<file path="src/hw/rtl/sct_pkg.sv">
// ----------------------------------------------------------------------------
// sct_pkg: shared types and constants of the sparse chunked tile store
// Chunk geometry, memory sizes, request/response beats, slot table links.
// ----------------------------------------------------------------------------
package sct_pkg;

    // CHUNK_DIM must be a power of two: the floor split is a shift and a mask
    localparam int CHUNK_DIM   = 16;
    localparam int CHUNK_SLOTS = 16;
    localparam int CELL_BITS   = 16;

    localparam int LOC_W      = $clog2(CHUNK_DIM);
    localparam int SLOT_W     = (CHUNK_SLOTS > 1) ? $clog2(CHUNK_SLOTS) : 1;
    localparam int CHUNK_AREA = CHUNK_DIM * CHUNK_DIM;
    localparam int CELL_DEPTH = CHUNK_SLOTS * CHUNK_AREA;
    localparam int ADDR_W     = $clog2(CELL_DEPTH);
    localparam int OCC_W      = $clog2(CHUNK_AREA + 1);
    localparam int KEY_W      = 32;
    localparam int VAL_W      = 16;

    localparam logic [1:0] FUNC_LOOKUP = 2'd0;
    localparam logic [1:0] FUNC_SET    = 2'd1;
    localparam logic [1:0] FUNC_REMOVE = 2'd2;

    localparam logic [1:0] ST_DONE  = 2'd0;
    localparam logic [1:0] ST_ABSENT = 2'd1;
    localparam logic [1:0] ST_FULL  = 2'd2;
    localparam logic [1:0] ST_EMPTY = 2'd3;

    typedef enum logic [1:0] {
        S_CLEAR,
        S_IDLE,
        S_EXEC
    } t_state;

    typedef struct packed {
        logic [1:0]        func;
        logic signed [15:0] tile_x;
        logic signed [15:0] tile_y;
        logic [15:0]       cell_value;
    } t_req;

    typedef struct packed {
        logic [1:0]  status;
        logic [15:0] read_value;
    } t_rsp;

    typedef struct packed {
        logic              hit;
        logic [SLOT_W-1:0] hit_slot;
        logic              free_ok;
        logic [SLOT_W-1:0] free_slot;
    } t_lookup;

    typedef struct packed {
        logic              alloc;
        logic              inc;
        logic              dec;
        logic [SLOT_W-1:0] slot;
        logic [KEY_W-1:0]  key;
    } t_update;

endpackage

</file>
<file path="src/hw/rtl/sct_slot_table.sv">
// ----------------------------------------------------------------------------
// sct_slot_table: chunk slot tags, valid bits and occupancy counts
// Parallel tag match with lowest free slot search; applies slot updates.
// ----------------------------------------------------------------------------
module sct_slot_table (
    input  logic                             i_clk,
    input  logic                             i_rst_n,
    input  logic [sct_pkg::KEY_W-1:0]        i_key,
    output sct_pkg::t_lookup                 o_lookup,
    input  logic                             i_upd_en,
    input  sct_pkg::t_update                 i_upd
);

    logic [sct_pkg::CHUNK_SLOTS-1:0] r_valid;
    logic [sct_pkg::KEY_W-1:0]       r_key [sct_pkg::CHUNK_SLOTS];
    logic [sct_pkg::OCC_W-1:0]       r_occ [sct_pkg::CHUNK_SLOTS];
    logic [sct_pkg::OCC_W-1:0]       n_occ;
    sct_pkg::t_lookup                lk;

    // Lowest index wins on both searches
    always_comb begin
        lk = '0;
        for (int i = sct_pkg::CHUNK_SLOTS - 1; i >= 0; i--) begin
            if (r_valid[i] && r_key[i] == i_key) begin
                lk.hit      = 1'b1;
                lk.hit_slot = sct_pkg::SLOT_W'(i);
            end
            if (!r_valid[i]) begin
                lk.free_ok   = 1'b1;
                lk.free_slot = sct_pkg::SLOT_W'(i);
            end
        end
    end

    assign o_lookup = lk;

    always_comb begin
        n_occ = i_upd.alloc ? '0 : r_occ[i_upd.slot];
        if (i_upd.inc) begin
            n_occ = n_occ + 1'b1;
        end else if (i_upd.dec && n_occ != '0) begin
            n_occ = n_occ - 1'b1;
        end
    end

    always_ff @(posedge i_clk) begin
        if (!i_rst_n) begin
            r_valid <= '0;
            for (int i = 0; i < sct_pkg::CHUNK_SLOTS; i++) begin
                r_occ[i] <= '0;
            end
        end else if (i_upd_en) begin
            r_occ[i_upd.slot] <= n_occ;
            if (i_upd.alloc) begin
                r_valid[i_upd.slot] <= 1'b1;
            end else if (i_upd.dec && n_occ == '0) begin
                r_valid[i_upd.slot] <= 1'b0;
            end
        end
    end

    always_ff @(posedge i_clk) begin
        if (i_upd_en && i_upd.alloc) begin
            r_key[i_upd.slot] <= i_upd.key;
        end
    end

endmodule

</file>
<file path="config.mk">
export PLATFORM = sky130hd
export DESIGN_NAME = sct_slot_table
export DESIGN_NICKNAME = d
export VERILOG_FILES = /design/src/hw/rtl/sct_pkg.sv /design/src/hw/rtl/sct_slot_table.sv
export SDC_FILE = /design/constraint.sdc
export NUM_CORES = 1
export LEC_CHECK = 0
export BUFFER_PORTS_ARGS = -buffer_cell sky130_fd_sc_hd__buf_4
export CORE_UTILIZATION = 45
export CTS_CLUSTER_SIZE = 10
export DETAILED_ROUTE_END_ITERATION = 6
export PLACE_DENSITY = 0.57
export SLEW_MARGIN = 20
export SYNTH_ARGS = -nofsm -noshare
export SYNTH_HDL_FRONTEND = slang
export SYNTH_SLANG_ARGS = --single-unit
</file>
<file path="constraint.sdc">
create_clock -name i_clk -period 4.4 [get_ports i_clk]
set_clock_uncertainty 0.05 [all_clocks]
set_input_delay 0.22 -clock i_clk [delete_from_list [all_inputs] [get_ports i_clk]]
set_output_delay 0.22 -clock i_clk [all_outputs]
set_load 0.02 [all_outputs]
</file>
==> results.cfg, run 1 <==
[yosys]
netlist_instances = 1997
synth_compound_area_share_pct = 2.558
yosys.area.top_type = edfxtp_1
syn_nets = 2074
async_flop_share_pct = 0
synth_common_cells = edfxtp_1, xnor2_1, nor2_1, nand4_1, xor2_1
yosys.area.top_type_share_pct = 66.78
syn_avg_cell_area_um2 = 14.77
synth_warnings = 0
synth_xor_area_share_pct = 15.08
synth_edf_count = 656
synth.area.top_cells = edfxtp_1, xnor2_1, xor2_1
ys_ff_latch = 672
ys_types = 70
synth_ff_type = edfxtp_1
syn_area_um2 = 29500
synthSimpleGateAreaFrac_pct = 8.895
muxShareOfSynthArea_pct = 3.758
yosysSeqAreaShare_pct = 67.87
yosysMostFrequentCell = edfxtp_1
synth_adder_area_share_pct = 0.1272
synth_top_family_by_area = XOR/XNOR gates

[sta]
setup_ws_ns = 0.09916
setup_viol = 0
rsz0062_at_grt = false
timing.final.crit_share_pct = 97.75
hold_viol_final = 0
setup_tns_ns = 0
fmax_ghz = 0.2325
slew_headroom_pct = 29.26
tightest_slew_ns = 1.059
finalWorstPathRequiredPeriod_ns = 4.301
maxSlewViolCount = 0

[clock_network]
cts-root-buf = clkbuf_16
clk_pin_slew_worst_paths_ns = 0.06
cts_tree = done
clockBufferDepth = 3
cts_setup_buffers = 0
clk_latency_ns = 0.63
cts_buffers = 79
htreeDepth = 3
clock-sinks = 672

[placed_design]
dp_slack_ns = 0.2830
gp_congestion = 0.8918
placed_area_um2 = 31640
place_inst = 2928
io_buffer_count = 83
dp.final_hpwl_mm = 62.25

[critical_path]
arrival_ns = 4.03
path_max_fanout = 3
crit_type = reg -> out
endpoint_kind = output pin
reg2reg_depth = 12
start_kind = flop
required_ns = 4.13

[global_routing]
overflow = 0
grt_pass1_vias = 17606
gr-usage-all-layers_pct = 29.07
grt_pass1_wl_mm = 134.4
grt_max_degree = 39
antenna_found_initial = 2

[floorplanning]
die-area_um2 = 66580
ios = 84
initial_utilization_pct = 45.68
die_x_um = 258.0
rows = 93
core_um2 = 64580
die_height_um = 258.0

[detailed_routing]
via_count = 17952
detail-route-antenna-nets = 0
avgViaCountPerCell = 5.838
wl_mm = 95.64
wl_per_cell_um = 31.10
drc = 0
drtPass1Iterations = 6
drt-initial-drc-count = 2139

[hold_path]
min-delay-path-class = in -> reg
whs_path_depth = 3

[power]
power-per-cell-area_nw_per_um2 = 418.3
p_leak_nw = 10.95
vdd_drop_max_v = 0.0003028

[status]
status = completed

[cells_and_area]
final_area_um2 = 34210
final_core_util_pct = 52.97
finish.net_count = 2264
fin_cells = 3075
area_growth_pct = 15.97
drive_above_1_share_pct = 15.55

[flow_run]
maxCapViolations = 0
-- power by group --
group | switching (mW) | total [mW] | internal (mW)
clock | 2.51 | 5.90 | 3.39
sequential | 0.0444 | 7.18 | 7.14
combinational | 0.813 | 1.22 | 0.412
total | 3.37 | 14.3 | 10.9
-- critical path: stages, from the launching register on --
cell      delay, ns
edfxtp_1       0.38
xnor2_1        0.18
nand4_1        0.31
nor4_1         0.53
nand4_1        0.17
or4_1          0.66
a21boi_0       0.17
o21ai_0        0.16
a21boi_0       0.11
o21bai_1       0.13
a21boi_0       0.10
o21ai_0        0.17
a21boi_1       0.15
buf_4          0.19
-- logic make-up (layout without fill, tap and decap cells) --
family,count (synthesis),in the layout
AOI/OAI and AO/OA,104,104
xor gates and xnor gates,508,508
adders and majority gates,3,3
buffers and inverters,121,342
DFF,672,672
muxes,65,65
other,0,2
and+or+nand+nor,524,524
-- worst paths after layout --
path                               endpoint                       start  slack (ns)
worst max-delay path            o_lookup[5]      r_key[12][1]$_DFFE_PP_         0.1
worst max register to register         flop  r_occ[11][5]$_SDFFCE_PN0P_        0.69
worst min register to register         flop                        flop        0.57
worst min-delay path                   flop                   i_upd[33]        0.17
-- stage by stage --
stage	power [mW]	hold WS, ns
4_1_cts	14.37	0.006108
2_1_floorplan	7.949	0.2689
6_report	14.31	0.1730
3_3_place_gp	8.498	0.5343
5_1_grt	14.67	0.1873
3_5_place_dp	8.510	0.5398
-- cell type report --
class / instances / area (um^2)
Fill cell: 5384 / 30370
Sequential cell: 672 / 20020
Multi-Input combinational cell: 1204 / 9101
Clock buffer: 101 / 2101
Timing Repair Buffer: 213 / 1719
Tap cell: 855 / 1070
Clock inverter: 11 / 131.4
Inverter: 17 / 63.81
Antenna cell: 2 / 5.005
-- sequential cells by signal, indices dropped and copies added (netlist names), named ones only --
name and flops:
r_key 512, r_occ 144
-- per-layer routing --
layer / global-route usage [%] / up-vias / share of wire [%] / routed length [um]
li1: - / 7728 / - / -
met2: 49.07 / 754 / 49 / 47060
met5: 0 / - / 0 / 0
met4: 9.813 / 0 / 3.4 / 3296
met1: 38.71 / 9302 / 41 / 38970
met3: 3.946 / 168 / 6.6 / 6314
-- repair_timing --
| action | CTS | global route |
|---|---|---|
| endpoints found under the setup margin | 1 | 1 |
| pin swaps | 0 | 1 |
| hold endpoints to repair | 428 | 1 |
| hold buffers | 32 | 1 |
| gates resized for setup | 1 | 1 |
-- cell usage in the layout (no fill, tap or decap), types with 14 or more instances in the layout --
master,netlist,layout
nor2_4,0,16
mux4_2,36,36
nand2_1,79,79
nor3_1,14,14
buf_4,6,177
nor4_1,44,44
a31oi_1,23,23
xnor2_1,403,402
o21ai_0,26,26
nor2_1,191,175
nand3_1,35,35
xor2_1,105,105
mux2i_1,23,23
clkbuf_16,0,80
dlygate4sd3_1,0,33
dfxtp_1,16,16
clkbuf_1,78,19
nand4_1,109,109
inv_1,16,16
edfxtp_1,656,656
(Power assumes the default switching activity.)
==> run 2, diff against run 1 <==
Settings changed: PLACE_DENSITY 0.57 to 0.7.
==> run 2 against run 1 <==
Against the previous run:
- global-route usage is 2.4 points lower
- first-iteration DRC count increased by 3.6%
- die area unchanged
- sequential power about the same
- critical path depth up 1
- clock-buffer cell count shrank 13
- register-to-register slack gained 0.11 ns
- final area down 0.68%
- core utilization decreased by 0.36 points
- cell count decreased by 1.0%
- wire length is 7.3% lower
- worst hold slack improved by 0.030 ns
==> results.cfg, run 2 (synthesis results as in run 1) <==
[status]
status = completed

[detailed_routing]
avgViaCountPerCell = 5.986
drc = 0
via_count = 18214
wl_per_cell_um = 29.15
drtPass1Iterations = 7
drt-initial-drc-count = 2215
detail-route-antenna-nets = 0
wl_mm = 88.69

[cells_and_area]
multi_input_area_um2 = 9097
drive_above_1_share_pct = 14.91
area_growth_pct = 15.18
final_cell_mix = edfxtp_1, xnor2_1, nor2_1
final_area_um2 = 33980
top_register = r_key
nFillCells = 5237
layout_commonest_cell = edfxtp_1
largest_reg_flops = 512
final_core_util_pct = 52.61
top_regs = r_key (512), r_occ (144)
finish.net_count = 2248
register_area_um2 = 20020

[clock_network]
cts_setup_buffers = 0
clock-sinks = 672
cts_buffers = 78
clockBufferDepth = 3
clk_latency_ns = 0.63
clk_pin_slew_worst_paths_ns = 0.06
cts-root-buf = clkbuf_16
cts_tree = done
htreeDepth = 3

[floorplanning]
rows = 93
die_x_um = 258.0
ios = 84
die_height_um = 258.0
initial_utilization_pct = 45.68
die-area_um2 = 66580
core_um2 = 64580

[placed_design]
io_buffer_count = 83
gp_congestion = 0.9195
placed_area_um2 = 31480
dp.final_hpwl_mm = 57.06

[critical_path]
crit_family = simple AND/OR/NAND/NOR gates
reg2reg_from = r_occ[11][3]$_SDFFCE_PN0P_
cpMostUsedCell = a21boi_0
required_ns = 4.13
crit_type = reg -> out
r2r_slack_ns = 0.80
critPathBufInv = 2
crit_path_top_delay_cell = or4_1
worst-path-stages = 14
crit_chain = xnor2_1 -> nand4_1 -> nor4_1 -> buf_4 -> nand4_1 -> or4_1 -> a21boi_0 -> o21ai_0 -> a21boi_0 -> o21bai_1 -> a21boi_0 -> o21ai_0 -> a21boi_2 -> buf_4
cpPeakStageDelay_ns = 0.63
endpoint = o_lookup[5]
arrival_ns = 3.92
path_max_fanout = 3
endpoint_kind = output pin
critPathLaunch = r_key[12][1]$_DFFE_PP_
start_kind = flop
reg2reg_depth = 12

[sta]
tightest_slew_ns = 1.128
setup_tns_ns = 0
maxSlewViolCount = 0
finalWorstPathRequiredPeriod_ns = 4.187
timing.final.crit_share_pct = 95.15
fmax_ghz = 0.2388
setup_viol = 0
rsz0062_at_grt = false
hold_viol_final = 0
slew_headroom_pct = 24.63

[hold_path]
min-delay-path-class = in -> reg

[power]
power-per-cell-area_nw_per_um2 = 413.6
switchingPower_mw = 3.267
seqPwrFrac_pct = 51.1
finalPower_mw = 14.05
combPwrFrac_pct = 8.5
netSwitchingFraction_pct = 23.25
clkPwrFrac_pct = 40.4
p_leak_nw = 10.82
vdd_drop_max_v = 0.0003349
p_int_mw = 10.78

[global_routing]
overflow = 0
grt_max_degree = 39
antenna_found_initial = 4
grt_pass1_vias = 18081
gr-usage-all-layers_pct = 26.69
grt_pass1_wl_mm = 125.3

[flow_run]
maxCapViolations = 0
==> run 2: repair_timing <==
item / in CTS / in global routing
endpoints found under the hold margin: 517 / 0
resized for setup: 0 / 2
endpoints found under the setup margin: 0 / 1
hold buffers: 33 / 0
==> run 2: worst min-delay path, delay by kind of cell <==
kind,cells,cell delay (ns)
and+or+nand+nor,1,0.25
buffers and inverters,1,0.22
AOI/OAI and AO/OA,1,0.14
==> run 2: layer usage <==
layer  GRT usage, %  routed length, um
met2          44.69              43160
met3          5.978               8675
met4          12.90               4554
met5              0                  9
met1          32.73              32290
==> run 2: worst min-delay path by stage <==
stage / slack, ns / end / startpoint / cells after the start
global placement: 0.53 / flop / flop / 2
global route: 0.20 / flop / i_upd[33] / 3
floorplan: 0.27 / r_key[0][0]$_DFFE_PP_ / i_upd[0] / 0
finish: 0.20 / flop / i_upd[33] / 3
detailed placement: 0.53 / flop / flop / 2
CTS: 0.16 / flop / i_upd[33] / 3
==> run 2: layout make-up <==
| class | instances | share of cell area [%] |
|---|---|---|
| Clock buffer | 88 | 5.947 |
| Inverter | 17 | 0.1878 |
| Sequential cell | 672 | 58.92 |
| Tap cell | 855 | 3.149 |
| Clock inverter | 8 | 0.3351 |
| Multi-Input combinational cell | 1204 | 26.78 |
| Timing Repair Buffer | 198 | 4.677 |
| Antenna cell | 1 | 0.007365 |
==> run 2: power groups by stage <==
stage                     Sequential (mW)  Clock (mW)  Combinational [mW]
after floorplan                      7.30           0               0.648
after global routing                 7.19        5.94                1.24
after global placement               7.31           0                1.13
after CTS                            7.19        5.72                1.18
final                                7.19        5.67                1.19
after detailed placement             7.31           0                1.15
==> run 2: through the flow <==
| stage | setup slack (ns) | hold slack [ns] | std cells |
|---|---|---|---|
| CTS | 0.09405 | 0.1636 | 3041 |
| floorplan | 1.005 | 0.2689 | 1997 |
| detailed placement | 0.3246 | 0.5273 | 2912 |
| finish | 0.2132 | 0.2034 | 3043 |
| global route | 0.02123 | 0.1997 | 3042 |
| global placement | 0.4164 | 0.5279 | 2912 |
==> run 3, diff against run 2 <==
Settings changed: BUFFER_PORTS_ARGS -buffer_cell sky130_fd_sc_hd__buf_4 to default, DONT_BUFFER_PORTS from default to 1, PLACE_DENSITY 0.7 to 0.69.
==> run 3 against run 2 <==
Against the previous run:
- fmax down 1.2%
- total power down 1.1%
- setup slack worse by 0.051 ns
- combinational power down 23%
- sequential share of layout area up 0.89 points
- via count down 2.4%
- die area unchanged
- wire length up 1.4%
- final area down 1.5%
- critical path depth down 1
- largest cell class unchanged
==> results.cfg, run 3 (synthesis results as in run 1) <==
[global_routing]
antenna_found_initial = 8
gr-usage-all-layers_pct = 27.13
grt_pass1_vias = 17263
grt_max_degree = 48
grt_pass1_wl_mm = 126.4
overflow = 0

[cells_and_area]
register_area_um2 = 20020
layout_commonest_cell = edfxtp_1
top_regs = r_key (512), r_occ (144)
nFillCells = 5196
top_register = r_key
drive_above_1_share_pct = 10.10
largest_reg_flops = 512
fin_cells = 2939
multi_input_area_um2 = 9099
final_area_um2 = 33470
final_cell_mix = edfxtp_1, xnor2_1, nor2_1
final_core_util_pct = 51.83
area_growth_pct = 13.46
finish.net_count = 2133

[floorplanning]
ios = 84
die-area_um2 = 66580
die_x_um = 258.0
rows = 93
core_um2 = 64580
die_height_um = 258.0
initial_utilization_pct = 45.68

[power]
clkPwrFrac_pct = 41.7
switchingPower_mw = 3.064
combPwrFrac_pct = 6.6
seqPwrFrac_pct = 51.7
vdd_drop_max_v = 0.0002883
power-per-cell-area_nw_per_um2 = 415.1
p_int_mw = 10.83
netSwitchingFraction_pct = 22.05
p_leak_nw = 10.37
finalPower_mw = 13.89

[clock_network]
cts_tree = done
clock-sinks = 672
cts-root-buf = clkbuf_16
clk_pin_slew_worst_paths_ns = 0.06
clk_latency_ns = 0.61
clockBufferDepth = 3
htreeDepth = 3
cts_setup_buffers = 0
cts_buffers = 79

[detailed_routing]
wl_mm = 89.96
detail-route-antenna-nets = 0
drt-initial-drc-count = 2599
via_count = 17781
wl_met2_mm = 44.23
wl_per_cell_um = 30.61
avgViaCountPerCell = 6.050
drtPass1Iterations = 5
top_layer = met5
met3WireLength_mm = 9.634
drc = 0
met1_length_mm = 32.43

[placed_design]
dp.final_hpwl_mm = 52.40
place_inst = 2771
placed_area_um2 = 30420
gp_congestion = 0.9003
io_buffer_count = 0

[sta]
maxSlewViolCount = 0
rsz0062_at_grt = false
setup_tns_ns = 0
slew_headroom_pct = 19.44
hold_viol_final = 0
setup_viol = 0
timing.final.crit_share_pct = 96.32
finalWorstPathRequiredPeriod_ns = 4.238
tightest_slew_ns = 1.204
fmax_ghz = 0.2360

[critical_path]
arrival_ns = 3.97
path_max_fanout = 2
endpoint_kind = output pin
crit_type = reg -> out
required_ns = 4.13
start_kind = flop

[hold_path]
min-delay-path-class = in -> reg

[status]
status = completed

[flow_run]
maxCapViolations = 0
==> run 3: cell count changes in the layout (fill, tap and decap cells not counted), moves of 2 or more <==
cell           previous run  this run
clkbuf_1                  8        16
dlygate4sd3_1            33        35
buf_16                    1         4
buf_4                   164        23
diode_2                   1         4
buf_12                    0        19
==> run 3: area by class of cell <==
cell class	instances	area share [%]
Sequential cell	672	59.81
Timing Repair Buffer	82	3.043
Antenna cell	4	0.02991
Inverter	17	0.1907
Clock inverter	10	0.4561
Clock buffer	95	6.086
Multi-Input combinational cell	1204	27.19
Tap cell	855	3.196
==> run 3: path summary, 6_finish.rpt <==
check | startpoint | endpoint | slack, ns | cells after the start
hold / removal | i_upd[34] | flop | 0.05 | 3
setup / recovery | r_key[8][4]$_DFFE_PP_ | o_lookup[5] | 0.16 | 13
hold reg to reg | flop | flop | 0.59 | 2
setup reg to reg | r_occ[14][1]$_SDFFCE_PN0P_ | flop | 0.50 | 12
==> run 3: what timing repair did <==
| action | in CTS | in global routing |
|---|---|---|
| gates resized for setup | 0 | 0 |
| endpoints found under the setup margin | 0 | 0 |
| hold buffers | 55 | 0 |
| hold endpoints to repair | 528 | 0 |
==> run 3: power groups by stage <==
stage | Clock (mW) | Combinational, mW | Sequential [mW]
after floorplan | 0 | 0.648 | 7.30
after CTS | 5.82 | 0.909 | 7.18
after global placement | 0 | 0.674 | 7.31
final | 5.79 | 0.919 | 7.18
after detailed placement | 0 | 0.687 | 7.31
after global routing | 6.05 | 0.969 | 7.19
==> run 3: routing by layer <==
layer	vias to the layer above	GRT usage, %
met5	-	0
met4	4	10.54
met3	209	6.292
met2	1096	45.68
met1	9012	33.93
li1	7460	-
==> run 3: worst max-delay path, cell delays in order, from the launching register on <==
cell and delay, ns:
edfxtp_1 0.37, xnor2_1 0.25, nand4_1 0.13, nor4_1 0.38, buf_4 0.22, nand4_1 0.25, or4_1 0.67, a21boi_0 0.18
o21bai_1 0.15, a21boi_0 0.09, o21ai_0 0.21, a21boi_0 0.14, buf_4 0.16, buf_4 0.15
==> run 3: through the flow <==
stage | hold WS [ns] | setup WS (ns)
floorplan | 0.2689 | 1.005
global placement | 0.2712 | 0.5567
detailed placement | 0.2705 | 0.5035
CTS | 0.01817 | 0.2265
global route | 0.05518 | 0.01251
finish | 0.05479 | 0.1621
